[config.mk]
export PLATFORM = sky130hd
export DESIGN_NAME = timer_drift_sync_corrector_top
export DESIGN_NICKNAME = d
export VERILOG_FILES = /design/src/hw/rtl/tdsc_pkg.sv /design/src/hw/rtl/timer_drift_sync_corrector_top.sv
export VERILOG_INCLUDE_DIRS = /design/src /design/src/hw/rtl
export SDC_FILE = /design/constraint.sdc
export NUM_CORES = 1
export LEC_CHECK = 0
export BUFFER_PORTS_ARGS = -buffer_cell sky130_fd_sc_hd__buf_2
export CORE_MARGIN = 2
export CORE_UTILIZATION = 55
export DETAILED_ROUTE_END_ITERATION = 16
export PLACE_DENSITY_LB_ADDON = 0.15
export SYNTH_ARGS = -nofsm -noshare
export SYNTH_HDL_FRONTEND = slang
export SYNTH_SLANG_ARGS = --single-unit
export TNS_END_PERCENT = 30
[constraint.sdc]
create_clock -name clk -period 4 [get_ports clk]
set_clock_uncertainty 0.2 [all_clocks]
set_input_delay 0.2 -clock clk [delete_from_list [all_inputs] [get_ports clk]]
set_output_delay 0.2 -clock clk [all_outputs]
set_load 0.05 [all_outputs]
[src/hw/rtl/timer_drift_sync_corrector_top_macros.svh]
// assertion helpers, clocked on clk and disabled during rst
`ifndef TIMER_DRIFT_SYNC_CORRECTOR_TOP_MACROS_SVH
`define TIMER_DRIFT_SYNC_CORRECTOR_TOP_MACROS_SVH

// condition that must hold at every edge
`define TDSC_ASSERT_ALWAYS(lbl, cond, msg) \
  lbl: assert property (@(posedge clk) disable iff (rst) (cond)) else $error(msg);

// antecedent at one edge forces the consequent at the next
`define TDSC_ASSERT_NEXT(lbl, ante, cons, msg) \
  lbl: assert property (@(posedge clk) disable iff (rst) (ante) |=> (cons)) else $error(msg);

// antecedent forces the consequent at the same edge
`define TDSC_ASSERT_IMPLY(lbl, ante, cons, msg) \
  lbl: assert property (@(posedge clk) disable iff (rst) (ante) |-> (cons)) else $error(msg);

`endif

[src/hw/rtl/tdsc_pkg.sv]
`timescale 1ns / 1ps
`default_nettype none

package tdsc_pkg;

  localparam int AVG_DEPTH_DEF = 4;
  localparam int TIMER_BITS    = 16;
  localparam int ADDR_W        = 5;
  localparam int DATA_W        = 32;

  // event codes
  localparam logic [1:0] OP_SYNC = 2'd0;
  localparam logic [1:0] OP_TICK = 2'd1;
  localparam logic [1:0] OP_POLL = 2'd2;

  // register indexes
  localparam logic [2:0] REG_PRESENCE_RELOAD   = 3'd0;
  localparam logic [2:0] REG_CORRECTION_PERIOD = 3'd1;
  localparam logic [2:0] REG_WINDOW_LOW        = 3'd2;
  localparam logic [2:0] REG_WINDOW_HIGH       = 3'd3;
  localparam logic [2:0] REG_START_VALUE       = 3'd4;

  // register reset values
  localparam logic [7:0]            PRESENCE_RELOAD_RST   = 8'd120;
  localparam logic [TIMER_BITS-1:0] CORRECTION_PERIOD_RST = 16'd1000;
  localparam logic [TIMER_BITS-1:0] WINDOW_LOW_RST        = 16'd5000;
  localparam logic [TIMER_BITS-1:0] WINDOW_HIGH_RST       = 16'd15000;
  localparam logic [TIMER_BITS-1:0] START_VALUE_RST       = 16'd2;

  localparam logic [TIMER_BITS-1:0] STEP_MAX = '1;

endpackage

`default_nettype wire

[src/hw/rtl/timer_drift_sync_corrector_top.sv]
`timescale 1ns / 1ps
`default_nettype none
`include "timer_drift_sync_corrector_top_macros.svh"

// Drift corrector that keeps a local step timer locked to a reference timer.
// Each input transaction carries one event (sync pulse, step tick or correction
// poll) and yields exactly one result transaction. Sync pulses, ticks and polls
// that do not feed the moving average are accepted and then loaded into the
// result register. A poll that feeds the average runs a small sequencer over
// one shared adder: it reads and accumulates each stored sample, takes the
// magnitude, divides it by the fill count with a restoring division over
// SUM_W bits (SUM_W = 16 + clog2(AVG_DEPTH+1), 19 at the default depth), fixes
// the sign and hands off the result. The input stalls until each accepted
// transaction has been handed off; the output register holds a finished
// result until the receiver takes it.
// Configuration is an APB-style port, register i at byte address 4*i.
module timer_drift_sync_corrector_top #(
  parameter int AVG_DEPTH = tdsc_pkg::AVG_DEPTH_DEF
) (
  input  wire logic                         clk,
  input  wire logic                         rst,
  // configuration port
  input  wire logic                         psel,
  input  wire logic                         penable,
  input  wire logic                         pwrite,
  input  wire logic [tdsc_pkg::ADDR_W-1:0]  paddr,
  input  wire logic [tdsc_pkg::DATA_W-1:0]  pwdata,
  output logic      [tdsc_pkg::DATA_W-1:0]  prdata,
  output logic                              pready,
  // event input
  input  wire logic                         in_valid,
  output logic                              in_stall,
  input  wire logic [1:0]                   op,
  input  wire logic [15:0]                  ref_count,
  input  wire logic [15:0]                  local_count,
  // result output
  output logic                              out_valid,
  input  wire logic                         out_stall,
  output logic                              load_local,
  output logic      [15:0]                  new_local,
  output logic                              clear_ref,
  output logic signed [15:0]                correction_out,
  output logic                              cable_present,
  output logic                              sync_seen
);

  localparam int SLOT_W = (AVG_DEPTH > 1) ? $clog2(AVG_DEPTH) : 1;
  localparam int FILL_W = $clog2(AVG_DEPTH + 1);
  localparam int SUM_W  = 16 + $clog2(AVG_DEPTH + 1);
  localparam int ALU_W  = SUM_W + 1;
  localparam int CNT_W  = $clog2(SUM_W);

  typedef enum logic [6:0] {
    ST_IDLE = 7'b0000001,
    ST_READ = 7'b0000010,
    ST_ACC  = 7'b0000100,
    ST_PREP = 7'b0001000,
    ST_DIV  = 7'b0010000,
    ST_DONE = 7'b0100000,
    ST_EMIT = 7'b1000000
  } state_t;

  state_t state;

  // configuration registers
  logic [7:0]  presence_reload;
  logic [15:0] correction_period;
  logic [15:0] window_low;
  logic [15:0] window_high;
  logic [15:0] start_value;

  // tracking state
  logic [7:0]  presence_left;
  logic [15:0] steps_since_fix;
  logic        fix_requested;
  logic        awaiting_first_pulse;
  logic        skip_next_sample;
  logic        pulse_seen;
  logic [15:0] drift_correction;

  // moving average storage, undefined until written
  logic [15:0]       avg_samples [AVG_DEPTH];
  logic [SLOT_W-1:0] avg_slot;
  logic [FILL_W-1:0] avg_fill;
  logic [15:0]       rd_data;

  // sequencer datapath
  logic [SUM_W-1:0]  acc;
  logic [SUM_W-1:0]  mag;
  logic [FILL_W-1:0] rem;
  logic              neg;
  logic [FILL_W-1:0] idx;
  logic [CNT_W-1:0]  div_cnt;

  // pending result fields
  logic        res_load;
  logic [15:0] res_new;
  logic        res_clr;

  // apb write decode
  logic       cfg_wr;
  logic [2:0] cfg_idx;

  assign pready  = 1'b1;
  assign cfg_wr  = psel && penable && pwrite && pready;
  assign cfg_idx = paddr[tdsc_pkg::ADDR_W-1:2];

  always_comb begin
    prdata = '0;
    case (cfg_idx)
      tdsc_pkg::REG_PRESENCE_RELOAD:   prdata = {24'd0, presence_reload};
      tdsc_pkg::REG_CORRECTION_PERIOD: prdata = {16'd0, correction_period};
      tdsc_pkg::REG_WINDOW_LOW:        prdata = {16'd0, window_low};
      tdsc_pkg::REG_WINDOW_HIGH:       prdata = {16'd0, window_high};
      tdsc_pkg::REG_START_VALUE:       prdata = {16'd0, start_value};
      default:                         prdata = '0;
    endcase
  end

  always_ff @(posedge clk) begin
    if (rst) begin
      presence_reload   <= tdsc_pkg::PRESENCE_RELOAD_RST;
      correction_period <= tdsc_pkg::CORRECTION_PERIOD_RST;
      window_low        <= tdsc_pkg::WINDOW_LOW_RST;
      window_high       <= tdsc_pkg::WINDOW_HIGH_RST;
      start_value       <= tdsc_pkg::START_VALUE_RST;
    end else if (cfg_wr) begin
      case (cfg_idx)
        tdsc_pkg::REG_PRESENCE_RELOAD:   presence_reload   <= pwdata[7:0];
        tdsc_pkg::REG_CORRECTION_PERIOD: correction_period <= pwdata[15:0];
        tdsc_pkg::REG_WINDOW_LOW:        window_low        <= pwdata[15:0];
        tdsc_pkg::REG_WINDOW_HIGH:       window_high       <= pwdata[15:0];
        tdsc_pkg::REG_START_VALUE:       start_value       <= pwdata[15:0];
        default: ;
      endcase
    end
  end

  // event decode helpers
  logic              accept;
  logic [15:0]       steps_inc;
  logic              in_window;
  logic              fix_now;
  logic [15:0]       diff;
  logic [SLOT_W-1:0] slot_next;
  logic [FILL_W-1:0] fill_next;
  logic              avg_start;
  logic              emit_fire;

  assign in_stall  = (state != ST_IDLE);
  assign accept    = in_valid && !in_stall;
  assign steps_inc = (steps_since_fix == tdsc_pkg::STEP_MAX) ? steps_since_fix
                                                             : steps_since_fix + 16'd1;
  assign in_window = (local_count > window_low) && (local_count < window_high);
  // a pending request inside the window is the only poll that does anything
  assign fix_now   = fix_requested && in_window;
  assign diff      = ref_count - local_count;
  assign slot_next = (avg_slot == SLOT_W'(AVG_DEPTH - 1)) ? '0 : avg_slot + SLOT_W'(1);
  assign fill_next = (avg_fill < FILL_W'(AVG_DEPTH)) ? avg_fill + FILL_W'(1) : avg_fill;
  // poll that stores a nonzero sample and recomputes the average
  assign avg_start = (op == tdsc_pkg::OP_POLL) && fix_now && (presence_left != 8'd0)
                     && !skip_next_sample && (diff != 16'd0);
  // result handed to the output register
  assign emit_fire = (state == ST_EMIT) && (!out_valid || !out_stall);

  // the one shared adder: accumulate, negate, trial subtract
  logic [ALU_W-1:0]  alu_a;
  logic [ALU_W-1:0]  alu_b;
  logic              alu_cin;
  logic [ALU_W-1:0]  alu_sum;
  logic [FILL_W:0]   rem_sh;
  logic              qbit;

  assign rem_sh = {rem, mag[SUM_W-1]};

  always_comb begin
    alu_a   = '0;
    alu_b   = '0;
    alu_cin = 1'b0;
    case (state)
      ST_ACC: begin
        alu_a = {acc[SUM_W-1], acc};
        alu_b = {{(ALU_W-16){rd_data[15]}}, rd_data};
      end
      ST_PREP: begin
        alu_b   = ~{acc[SUM_W-1], acc};
        alu_cin = 1'b1;
      end
      ST_DIV: begin
        alu_a   = {{(ALU_W-FILL_W-1){1'b0}}, rem_sh};
        alu_b   = ~{{(ALU_W-FILL_W){1'b0}}, avg_fill};
        alu_cin = 1'b1;
      end
      ST_DONE: begin
        alu_b   = ~{1'b0, mag};
        alu_cin = 1'b1;
      end
      default: ;
    endcase
    alu_sum = alu_a + alu_b + {{(ALU_W-1){1'b0}}, alu_cin};
  end

  // no borrow from the trial subtract sets the quotient bit
  assign qbit = !alu_sum[ALU_W-1];

  // sample store, registered read port
  always_ff @(posedge clk) begin
    if (accept && avg_start) begin
      avg_samples[avg_slot] <= diff;
    end
    if (state == ST_READ) begin
      rd_data <= avg_samples[idx[SLOT_W-1:0]];
    end
  end

  always_ff @(posedge clk) begin
    if (rst) begin
      state                <= ST_IDLE;
      presence_left        <= '0;
      steps_since_fix      <= '0;
      fix_requested        <= 1'b0;
      awaiting_first_pulse <= 1'b1;
      skip_next_sample     <= 1'b1;
      pulse_seen           <= 1'b0;
      drift_correction     <= '0;
      avg_slot             <= '0;
      avg_fill             <= '0;
      out_valid            <= 1'b0;
    end else begin
      // result loaded, or taken downstream
      if (emit_fire) begin
        out_valid <= 1'b1;
      end else if (out_valid && !out_stall) begin
        out_valid <= 1'b0;
      end
      case (state)
        ST_IDLE: begin
          if (accept) begin
            state <= avg_start ? ST_READ : ST_EMIT;
            case (op)
              tdsc_pkg::OP_SYNC: begin
                if (awaiting_first_pulse) begin
                  awaiting_first_pulse <= 1'b0;
                end
                res_load      <= awaiting_first_pulse;
                res_new       <= awaiting_first_pulse ? start_value : 16'd0;
                res_clr       <= 1'b1;
                presence_left <= presence_reload;
                pulse_seen    <= 1'b1;
              end
              tdsc_pkg::OP_TICK: begin
                res_load <= 1'b0;
                res_new  <= '0;
                res_clr  <= 1'b0;
                if (presence_left != 8'd0) begin
                  presence_left <= presence_left - 8'd1;
                end
                steps_since_fix <= steps_inc;
                if (steps_inc >= correction_period) begin
                  fix_requested <= 1'b1;
                end
              end
              tdsc_pkg::OP_POLL: begin
                res_load <= fix_now;
                res_clr  <= 1'b0;
                if (fix_now) begin
                  fix_requested   <= 1'b0;
                  steps_since_fix <= '0;
                  if (presence_left != 8'd0) begin
                    res_new <= ref_count;
                    if (skip_next_sample) begin
                      // first difference after the cable returns
                      skip_next_sample <= 1'b0;
                    end else if (diff == 16'd0) begin
                      // zero difference restarts the average
                      avg_slot         <= '0;
                      avg_fill         <= '0;
                      drift_correction <= '0;
                    end else begin
                      avg_slot <= slot_next;
                      avg_fill <= fill_next;
                      acc      <= '0;
                      idx      <= '0;
                    end
                  end else begin
                    skip_next_sample <= 1'b1;
                    res_new          <= local_count + drift_correction;
                  end
                end else begin
                  res_new <= '0;
                end
              end
              default: begin
                res_load <= 1'b0;
                res_new  <= '0;
                res_clr  <= 1'b0;
              end
            endcase
          end
        end
        ST_READ: begin
          state <= ST_ACC;
        end
        ST_ACC: begin
          acc <= alu_sum[SUM_W-1:0];
          idx <= idx + FILL_W'(1);
          if ((idx + FILL_W'(1)) == avg_fill) begin
            state <= ST_PREP;
          end else begin
            state <= ST_READ;
          end
        end
        ST_PREP: begin
          neg     <= acc[SUM_W-1];
          mag     <= acc[SUM_W-1] ? alu_sum[SUM_W-1:0] : acc;
          rem     <= '0;
          div_cnt <= CNT_W'(SUM_W - 1);
          state   <= ST_DIV;
        end
        ST_DIV: begin
          rem <= qbit ? alu_sum[FILL_W-1:0] : rem_sh[FILL_W-1:0];
          mag <= {mag[SUM_W-2:0], qbit};
          if (div_cnt == '0) begin
            state <= ST_DONE;
          end else begin
            div_cnt <= div_cnt - CNT_W'(1);
          end
        end
        ST_DONE: begin
          // quotient truncates toward zero, sign restored here
          drift_correction <= neg ? alu_sum[15:0] : mag[15:0];
          state            <= ST_EMIT;
        end
        ST_EMIT: begin
          if (!out_valid || !out_stall) begin
            state <= ST_IDLE;
          end
        end
        default: state <= ST_IDLE;
      endcase
    end
  end

  // result register, loaded when the transaction is handed off
  always_ff @(posedge clk) begin
    if (emit_fire) begin
      load_local     <= res_load;
      new_local      <= res_new;
      clear_ref      <= res_clr;
      correction_out <= drift_correction;
      cable_present  <= (presence_left != 8'd0);
      sync_seen      <= pulse_seen;
    end
  end

  `TDSC_ASSERT_ALWAYS(a_fill_bound, avg_fill <= FILL_W'(AVG_DEPTH), "fill count beyond depth")
  `TDSC_ASSERT_ALWAYS(a_slot_bound, {1'b0, avg_slot} < (SLOT_W+1)'(AVG_DEPTH), "slot beyond depth")
  `TDSC_ASSERT_NEXT(a_accept_busy, accept, state != ST_IDLE, "accepted event left no work")
  `TDSC_ASSERT_IMPLY(a_div_rem, state == ST_DIV, avg_fill != '0 && rem < avg_fill, "bad remainder")
  `TDSC_ASSERT_IMPLY(a_read_range, state == ST_READ, idx < avg_fill, "sample read beyond fill")

endmodule

`default_nettype wire

==> key figures, run 1 <==
Synth
  • Leading area contributor after synthesis: edfxtp_1
  • Top-count cell post-synth: nand2_1
  • Synth cell count leaders: nand2_1 (227), edfxtp_1 (184), a21oi_1 (149), dfxtp_1 (129), ha_1 (104)
  • Library cells used by synthesis: between 80 and 90
  • Yosys warnings: 0
  • Sequential share of the synthesized area: between 40% and 50%
  • Syn Std Cell Area: ~0.017 mm2
  • Syn_area_per_cell: 9.970 um2
  • Area share of the largest cell type after synthesis: roughly a third
  • Number of flops mapped to enable cells by yosys: roughly 180
  • Synth top area cells: edfxtp_1 (32%), dfxtp_1 (15%), ha_1 (7.6%)
  • Mapped Cells: 1722
  • Yosys reg bits: roughly 310
  • Ys flop type: edfxtp_1
  • Async S/R FF share, synth: 0%

Worst setup path
  • Slowest stage delay, CP: 0.54 ns
  • RR Startpoint: state[5]
  • Worst Path Arrival: 3.93 ns
  • CP Class: input port to register
  • Critical Path Slowest Stage Cell: dlygate4sd3_1
  • CP Cell Sequence: dlygate4sd3_1, buf_2, inv_1, fa_1, nor2b_1, o2111ai_2, and3_1, o21ai_0, nand4bb_1, or4_4, nor4b_4, nor2_2, o21a_1, buf_12
  • CP Max Fanout: 22
  • Reg-to-Reg End: acc[18]
  • FF-to-FF setup slack: between 0.15 and 0.2 ns
  • R2R cell count: 17
  • Required @ worst endpoint: approximately 4 ns
  • Startpoint types: input port
  • Setup crit end kind: register

STA
  • Final hold vios: 0
  • Max frequency: 258.7 MHz
  • Setup TNS: 0 ns
  • Final setup vio count: 0
  • Max Slew Vio Count: 0
  • Worst-margin pin slew: between 1 and 1.5 ns
  • Period utilization: between 90% and 100%
  • Final worst setup slack: 0.1344 ns
  • Relative slew slack: 24.00%
  • Crit path time final: a little under 4 ns
  • RSZ-0062 raised after global routing: true

GRT
  • Total GRT Usage: between 20% and 30%
  • GR Overflow Total: 0
  • Largest net degree at the start of global routing: 78
  • Number of global-route vias before repair: around 14000
  • First-pass GRT wire length: roughly 76000 um
  • Antenna violations before repair: 0

Clocking
  • Clk sinks: 313
  • CTS buffer count: 35
  • Skew-Pair Late Insertion Delay: 0.51 ns
  • Clk slew on worst S/H paths: around 0.06 ns
  • CTS tree: built
  • CTS Buffer Depth: 3
  • Root Driver: clkbuf_16
  • Htree depth: 2

Placed design
  • Placed Area: 0.01854 mm2
  • Pre-CTS setup slack: -0.05513 ns
  • DP HPWL: 35340 um
  • Port bufs: between 100 and 150
  • GPL Wtd Cong: a little over 0.9
  • Cell count after placement: roughly 2200

Finish
  • Layout cells sized above 1: between 10% and 20%
  • Core Util, Final: between 60% and 70%
  • Fill count: ~2400
  • Final #Nets: 2094
  • Layout area overhead: 18.85%
  • Final Instance Count excl. Fillers: around 2300
  • Design Area, Final: 0.02040 mm2

Route
  • DRC violations left: 0
  • Pre-Repair DR Iteration Count: 5
  • DR vias/cell: between 6 and 7
  • Vias: between 10000 and 15000
  • Antenna viol nets, final: 0
  • WL/cell: roughly 21 um
  • DR iter-0 viols: 1378
  • Final wirelength: 49730 um

Power
  • Worst VDD drop: about 0.37 mV
  • Leakage: about 8.0 nW
  • Power per cell area: 383.0 mW/mm2

Floorplanning
  • Die ar.: between 0.03 and 0.04 mm2
  • IO Pins: roughly 150
  • Core Rows: 64
  • Core area: slightly above 0.03 mm2
  • Die Span Y: ~180 um
  • Starting Density: a little under three fifths
  • Die width: 180.7 um

Status
  • Status: finished, final reports clean

Min path
  • Hold endpoint: res_new[8]
  • Hold WC Path Type: input port to register
  • Hold Path Stages: 4
  • Worst hold start: ref_count[8]

Run
  • Max-Cap Viols: 0
report_power, final:
group,total [mW],leakage [nW],internal [mW],switching [mW]
sequential,3.47,2.79,3.45,0.0193
clock,3.53,0.614,2.22,1.31
combinational,0.812,4.62,0.269,0.543
worst max-delay path, delay by kind of cell:
kind,cells,cell delay (ns)
compound gates,3,0.64
fa+ha+maj,1,0.45
buf+inv,4,0.91
simple gates,6,1.70
cells by family after synthesis:
family / Yosys count / share of synthesized area [%]
mux: 74 / 5.568
fa+ha+maj: 108 / 8.046
compound gates: 441 / 16.60
flops: 313 / 47.23
simple gates: 545 / 15.33
xor+xnor: 51 / 2.646
other cells: 2 / 0.04374
buf+inv: 188 / 4.540
through the flow:
step	total power [mW]	hold slack, ns
after floorplan	4.028	0.1240
after global placement	4.282	0.2016
after global routing	8.039	0.02424
final	7.815	0.03055
after detailed placement	4.297	0.2045
after CTS	7.826	0.02007
cells in the final DEF (no fill, tap or decap), drive strengths merged, types with 52 or more instances in the layout:
cell	netlist	layout
buf	23	198
dfxtp	129	129
mux2i	55	55
o21ai	100	100
inv	87	88
ha	104	104
nand2	227	227
a21oi	149	149
nor2	86	86
nand3	52	52
edfxtp	184	184
registers in the layout, indices dropped and copies added, names as in the netlist, 7 cells and up:
signal,cells
avg_samples,64
acc,19
mag,19
correction_out,16
correction_period,16
drift_correction,16
new_local,16
rd_data,16
res_new,16
start_value,16
steps_since_fix,16
window_high,16
window_low,16
presence_left,8
presence_reload,8
state,7
routing by layer:
metal | wire (um) | part of all wire, % | GRT usage, %
met1 | 21150 | 43 | 41.70
met5 | 0 | 0 | 0
met4 | 1620 | 3.3 | 9.677
met2 | 22740 | 46 | 46.66
met3 | 4217 | 8.5 | 5.477
area by class of cell:
type	count	area [um2]	area share (%)
tap	396	495.5	2.428
clock inverter	17	265.3	1.300
antenna	1	2.502	0.01226
inverter	89	334.1	1.637
multi-input combinational	1236	8526	41.78
clock buffer	46	1001	4.906
sequential	313	8114	39.77
timing repair buffer	233	1667	8.168
repair_timing:
action / in CTS / in global routing
endpoints found under the hold margin: 97 / 0
pin swaps: 0 / 16
setup buffers: 0 / 7
hold buffers: 34 / 0
cloned: 0 / 1
resized for setup: 1 / 43
endpoints found under the setup margin: 3 / 120
worst max path at each step:
stage | start | endpoint | slack [ns] | cells past startpoint
floorplan | state[0] | rem[0] | 0.03 | 18
global placement | local_count[0] | acc[12] | 0.01 | 13
detailed placement | local_count[0] | acc[12] | -0.06 | 13
CTS | state[0] | rem[1] | 0.05 | 16
global route | steps_since_fix[3] | fix_requested | -0.06 | 16
finish | ref_count[1] | acc[12] | 0.13 | 14
(Power assumes the default switching activity.)
==> run 2, diff against run 1 <==
--- a/config.mk
+++ b/config.mk
@@ -8,9 +8,10 @@
 export LEC_CHECK = 0
 export BUFFER_PORTS_ARGS = -buffer_cell sky130_fd_sc_hd__buf_2
 export CORE_MARGIN = 2
-export CORE_UTILIZATION = 55
+export CORE_UTILIZATION = 40
 export DETAILED_ROUTE_END_ITERATION = 16
 export PLACE_DENSITY_LB_ADDON = 0.15
+export REMOVE_ABC_BUFFERS = 1
 export SYNTH_ARGS = -nofsm -noshare
 export SYNTH_HDL_FRONTEND = slang
 export SYNTH_SLANG_ARGS = --single-unit
==> run 2 against run 1 <==
Compared with the run above: register-to-register slack got worse by 0.05 ns; design area rose by 1.0%; die area rose by 37%; sequential cell count did not move; first-iteration DRC count fell by 27%; final cell count rose by 6.9%; via count fell by 2.1%; sequential share of layout area fell by 0.42 points; hold slack got worse by 0.010 ns; core utilization fell by 18 points; maximum frequency fell by 0.75%; critical endpoint is now mag[16].
==> key figures, run 2 (synthesis results as in run 1) <==
Floorplanning
  • IO Pins: 149 (unchanged)
  • Starting Density: 40.75% (-15 points)
  • Core Rows: 75 (+17%)
  • Die width: 211.2 um (+17%)
  • Die Span Y: 211.2 um (+17%)
  • Core area: 0.04213 mm2 (+37%)
  • Die ar.: 0.04459 mm2 (+37%)

STA
  • Final worst setup slack: 0.1053 ns (-0.02915 ns)
  • Final hold vios: 0 (unchanged)
  • Max Slew Vio Count: 0 (unchanged)
  • Max frequency: 256.8 MHz (-0.75%)
  • Period utilization: 97.37% (+0.73 points)
  • RSZ-0062 raised after global routing: true
  • Crit path time final: 3.895 ns (+0.02915 ns)
  • Relative slew slack: 25.49% (+1.5 points)
  • Worst-margin pin slew: 1.115 ns (-0.02354 ns)
  • Final setup vio count: 0 (unchanged)

Finish
  • Most frequent cells in the layout: nand2_1 (227), edfxtp_1 (184), a21oi_1 (145)
  • Top Registers: avg_samples: 64 flops, acc: 19 flops, mag: 19 flops
  • Layout area overhead: 20.07%
  • Number of flip-flops in the largest register: 64 (unchanged)
  • Largest Register: avg_samples
  • Layout cells sized above 1: 18.03% (+0.25 points)
  • Final #Nets: 2114 (+0.96%)
  • Commonest non-fill, non-tap cell in the layout: nand2_1

Min path
  • Hold WC Path Type: input port to register
  • Worst hold start: ref_count[2]

Power
  • Worst VDD drop: 0.2307 mV (-38%)
  • Power Total: 7.529 mW (-3.7%)
  • Power per cell area: 365.3 mW/mm2 (-4.6%)
  • Leakage: 8.069 nW (+0.53%)

Worst setup path
  • Worst Setup SP: state[5]
  • FF-to-FF setup slack: 0.11 ns (-0.05 ns)
  • RR Startpoint: state[5]
  • CP Cell Sequence: nor4_4, nor2b_4, and3b_2, buf_4, clkbuf_16, a21oi_1, o221ai_1, ha_1, a211oi_2, nor2_2, o311a_4, a31oi_2, a31oi_2, buf_4, xor2_1, mux2i_1, o21ai_0
  • CP Max Fanout: 12 (-45%)
  • CP Class: register to register
  • Startpoint types: register
  • Top Family by Delay on Critical Path: compound AO/OA/AOI/OAI gates
  • Critical Path Slowest Stage Cell: o311a_4
  • Slowest stage delay, CP: 0.39 ns (-0.15 ns)
  • Required @ worst endpoint: 4.09 ns (+0.03 ns)
  • Critical path buffers and inverters: 3 (-1)
  • Setup crit end kind: register
  • Worst Path Arrival: 3.99 ns (+0.06 ns)

GRT
  • Antenna violations before repair: 5 (+5)
  • Largest net degree at the start of global routing: 72 (-7.7%)
  • Busiest metal layer after global routing: met2
  • First-pass GRT wire length: 77670 um (+2.1%)
  • Total GRT Usage: 22.72% (-7.0 points)
  • Number of global-route vias before repair: 13377 (-1.1%)
  • GR Overflow Total: 0 (unchanged)
  • Met1 usage in global routing: 31.34% (-10 points)
  • Met3 Use GR: 4.103% (-1.4 points)
  • GR Layer Usage met2: 36.12% (-11 points)

Placed design
  • Port bufs: 113 (unchanged)
  • GPL Wtd Cong: 0.8708 (-5.0%)
  • DP HPWL: 37060 um (+4.9%)
  • Pre-CTS setup slack: -0.09909 ns (-0.04396 ns)

Run
  • Max-Cap Viols: 0 (unchanged)

Route
  • WL/cell: 20.47 um (-4.1%)
  • DRC violations left: 0 (unchanged)
  • Antenna viol nets, final: 0 (unchanged)
  • Final wirelength: 51030 um (+2.6%)
  • DR iter-0 viols: 1002 (-27%)
  • Pre-Repair DR Iteration Count: 5 (unchanged)
  • DR vias/cell: 5.561 (-8.4%)
  • Vias: 13863 (-2.1%)

Clocking
  • CTS Buffer Depth: 3 (unchanged)
  • CTS tree: built
  • Skew-Pair Late Insertion Delay: 0.55 ns (+0.04 ns)
  • Clk sinks: 313 (unchanged)
  • Clk slew on worst S/H paths: 0.06 ns (about the same)
  • Htree depth: 2 (unchanged)
  • CTS buffer count: 38 (+8.6%)
  • Root Driver: clkbuf_16

Status
  • Status: finished, final reports clean
## run 2: per-layer routing
layer | share of wire, % | vias up
met1 | 45 | 6729
met3 | 5.5 | 81
met4 | 2.5 | 6
met5 | 0.069 | -
li1 | - | 6676
met2 | 47 | 371
## run 2: repair_timing
action	in CTS	in global routing
pin swaps	0	14
endpoints found under the hold margin	109	0
hold buffers	38	0
setup buffers	0	8
endpoints found under the setup margin	6	113
resized for setup	4	38
cloned	0	2
## run 2: power breakdown
group / internal (mW) / total, mW / switching, mW
Clock: 1.90 / 3.25 / 1.35
Combinational: 0.268 / 0.803 / 0.535
Sequential: 3.45 / 3.47 / 0.0177
## run 2: cell type report
class / count / area [um2]
clock buffer: 51 / 1010
clock inverter: 13 / 135.1
fill: 3922 / 21520
multi-input combinational: 1236 / 8518
tap: 539 / 674.4
inverter: 89 / 334.1
timing repair buffer: 250 / 1826
antenna: 2 / 5.005
sequential: 313 / 8112
## run 2: worst paths after layout
kind / end / cells past startpoint
setup / recovery: mag[16] / 17
hold / removal: res_new[2] / 3
setup reg to reg: mag[16] / 17
hold reg to reg: new_local[5] / 0
## run 2: through the flow
stage | instance area (um2) | TNS [ns] | hold slack, ns | cells | utilization (%)
after floorplan | 16780 | -86.93 | 0.06907 | 1638 | -
after global placement | 18790 | -0.6177 | 0.2019 | 2379 | 44.59
after detailed placement | 18790 | -4.471 | 0.2045 | 2379 | 44.59
after CTS | 20330 | -0.009655 | 0.01045 | 2481 | 48.25
after global routing | 20610 | -0.07508 | 0.05119 | 2492 | 48.92
final | 20610 | 0 | 0.02045 | 2493 | 48.92
## run 2: tightest hold or removal path, delay by kind of cell
kind            cells  cell delay, ns
buf+inv             1            0.14
compound gates      2            0.30
==> run 3, diff against run 2 <==
--- a/config.mk
+++ b/config.mk
@@ -7,7 +7,6 @@
 export NUM_CORES = 1
 export LEC_CHECK = 0
 export BUFFER_PORTS_ARGS = -buffer_cell sky130_fd_sc_hd__buf_2
-export CORE_MARGIN = 2
 export CORE_UTILIZATION = 40
 export DETAILED_ROUTE_END_ITERATION = 16
 export PLACE_DENSITY_LB_ADDON = 0.15
==> constraint.sdc (replaced) <==
create_clock -name clk -period 3.2 [get_ports clk]
set_clock_uncertainty 0.2 [all_clocks]
set_input_delay 0.16 -clock clk [delete_from_list [all_inputs] [get_ports clk]]
set_output_delay 0.16 -clock clk [all_outputs]
set_load 0.05 [all_outputs]
==> run 3 against run 2 <==
Compared with the run above: the flow now finishes with violations (setup timing); combinational power grew 54%; highest routed layer unchanged; largest cell class unchanged; total power grew 26%; routed wire length grew 7.2%; first-iteration DRC count grew 5.1%; maximum frequency grew 2.2%; critical path type unchanged.
==> key figures, run 3 (synthesis results as in run 1) <==
Floorplanning
  • Die ar.: 0.04375 mm2 (-1.9%)
  • Core Rows: 75 (unchanged)
  • Core area: 0.04213 mm2 (unchanged)
  • Die Span Y: 209.2 um (-0.95%)
  • Die width: 209.2 um (-0.95%)
  • Starting Density: 40.75% (unchanged)
  • IO Pins: 149 (unchanged)

Worst setup path
  • R2R cell count: 18 (+1)
  • Required @ worst endpoint: 3.28 ns (-0.81 ns)
  • FF-to-FF setup slack: -0.61 ns (-0.72 ns)
  • Worst Path Arrival: 3.90 ns (-0.09 ns)
  • CP Max Fanout: 12 (unchanged)
  • Reg-to-Reg End: mag[8]
  • Startpoint types: register
  • CP Class: register to register
  • RR Startpoint: state[1]
  • Setup crit end kind: register

Finish
  • Most frequent cells in the layout: buf_4 (299), nand2_1 (226), edfxtp_1 (184)
  • Commonest non-fill, non-tap cell in the layout: buf_4
  • Top Registers: avg_samples: 64 flops, acc: 19 flops, mag: 19 flops
  • Diodes inserted: 0 (-2)
  • Largest Register: avg_samples
  • Final #Nets: 2346 (+11%)
  • Core Util, Final: 55.15% (+6.2 points)
  • Layout area overhead: 35.35%
  • Final Instance Count excl. Fillers: 2721 (+9.1%)
  • Layout cells sized above 1: 32.31% (+14 points)
  • Number of flip-flops in the largest register: 64 (unchanged)

GRT
  • Antenna violations before repair: 2 (-3)
  • Total GRT Usage: 24.97% (+2.3 points)
  • GR Overflow Total: 0 (unchanged)
  • Largest net degree at the start of global routing: 50 (-31%)
  • Number of global-route vias before repair: 14644 (+9.5%)
  • First-pass GRT wire length: 83680 um (+7.7%)

Route
  • Pre-Repair DR Iteration Count: 7 (+2)
  • Antenna viol nets, final: 0 (unchanged)
  • Final wirelength: 54710 um (+7.2%)
  • Vias: 14778 (+6.6%)
  • Top Layer Used: met5
  • Met3 Routed Length: 2894 um (+3.3%)
  • WL met2: 25430 um (+7.2%)
  • DR iter-0 viols: 1053 (+5.1%)
  • DR vias/cell: 5.431 (-2.3%)
  • WL/cell: 20.11 um (-1.8%)
  • DRC violations left: 0 (unchanged)
  • Metal-1 WL: 24850 um (+7.2%)

Placed design
  • Port bufs: 113 (unchanged)
  • DP HPWL: 39710 um (+7.2%)
  • Cell count after placement: 2577 (+8.3%)
  • GPL Wtd Cong: 0.9125 (+4.8%)

STA
  • Max frequency: 262.3 MHz (+2.2%)
  • Relative slew slack: 29.88% (+4.4 points)
  • Crit path time final: 3.813 ns (-0.08210 ns)
  • Final setup vio count: 131 (+131)
  • Worst-margin pin slew: 1.052 ns (-0.06345 ns)
  • Max Slew Vio Count: 0 (unchanged)
  • Period utilization: 119.1% (+22 points)
  • Final hold vios: 0 (unchanged)
  • Final worst setup slack: -0.6126 ns (-0.7179 ns)
  • Hold_ws: 0.03899 ns (+0.01854 ns)
  • RSZ-0062 raised after global routing: true

Clocking
  • Clk sinks: 313 (unchanged)
  • Clk slew on worst S/H paths: 0.06 ns (about the same)
  • Root Driver: clkbuf_16
  • Skew-Pair Late Insertion Delay: 0.54 ns (about the same)
  • CTS Buffer Depth: 3 (unchanged)
  • CTS buffer count: 37 (-2.6%)
  • Htree depth: 2 (unchanged)
  • CTS tree: built

Run
  • Max-Cap Viols: 0 (unchanged)

Min path
  • Hold Path Stages: 4 (+1)
  • Hold WC Path Type: input port to register
  • Hold endpoint: res_new[2]
  • Worst hold start: ref_count[2]

Power
  • Power per cell area: 408.1 mW/mm2 (+12%)
  • Power Total: 9.484 mW (+26%)
  • Leakage: 9.496 nW (+18%)
  • Worst VDD drop: 0.3213 mV (+39%)

Status
  • Status: finished, violations left
  • Failing checks: setup timing
==> run 3: where the power goes <==
group | internal [mW] | switching, mW | total [mW]
Clock | 2.26 | 1.64 | 3.91
Sequential | 4.32 | 0.0236 | 4.34
Combinational | 0.503 | 0.736 | 1.24
Total | 7.08 | 2.40 | 9.48
==> run 3: layer usage <==
| metal | global-route usage, % | vias to the layer above |
|---|---|---|
| met2 | 40.87 | 393 |
| met5 | 0 | - |
| met1 | 33.65 | 7166 |
| li1 | - | 7121 |
| met3 | 4.509 | 94 |
| met4 | 7.328 | 4 |
==> run 3: worst max-delay path, cell delays in order, from the launching register on <==
cell and delay [ns]:
dfxtp_4 0.36, nor4_4 0.05, nor2b_4 0.13, and3b_2 0.25
buf_12 0.15, buf_16 0.14, a22o_1 0.20, buf_4 0.14
fa_2 0.39, a211oi_2 0.25, nor2_2 0.07, o311a_1 0.33
buf_4 0.16, buf_4 0.12, o21a_1 0.17, nor2_2 0.13
xnor2_2 0.09, mux2i_1 0.14, o21ai_1 0.07
==> run 3: worst max-delay path by stage <==
stage,startpoint,depth (start not counted),slack [ns],end
3_3_place_gp,ref_count[0],15,-0.82,acc[14]
3_5_place_dp,state[0],16,-0.90,rem[0]
5_1_grt,state[5],18,-0.78,mag[16]
6_report,state[1],18,-0.61,mag[8]
4_1_cts,state[1],18,-0.63,mag[16]
2_1_floorplan,state[6],14,-2.95,rem[0]
==> run 3: final cells by class <==
type / instances / area (um2)
Clock buffer: 52 / 1044
Tap cell: 539 / 674.4
Sequential cell: 313 / 8135
Timing Repair Buffer: 483 / 3825
Fill cell: 3665 / 18900
Inverter: 89 / 334.1
Clock inverter: 9 / 52.55
Multi-Input combinational cell: 1236 / 9173
==> run 3: what timing repair did <==
action                     CTS  global route
setup endpoints to repair  165           173
hold endpoints to repair   102             0
hold buffers                34             0
gates cloned                 7             1
pin swaps                   58            70
setup buffers               26            17
gates resized for setup    114           120
==> run 3: through the flow <==
step | setup TNS (ns) | instance area, um2 | worst slack [ns]
floorplan | -176.10 | 16780 | -2.945
global placement | -98.37 | 20350 | -0.8178
detailed placement | -107.44 | 20350 | -0.8963
CTS | -31.54 | 22590 | -0.6278
global route | -36.07 | 23240 | -0.7821
finish | -22.12 | 23240 | -0.6126
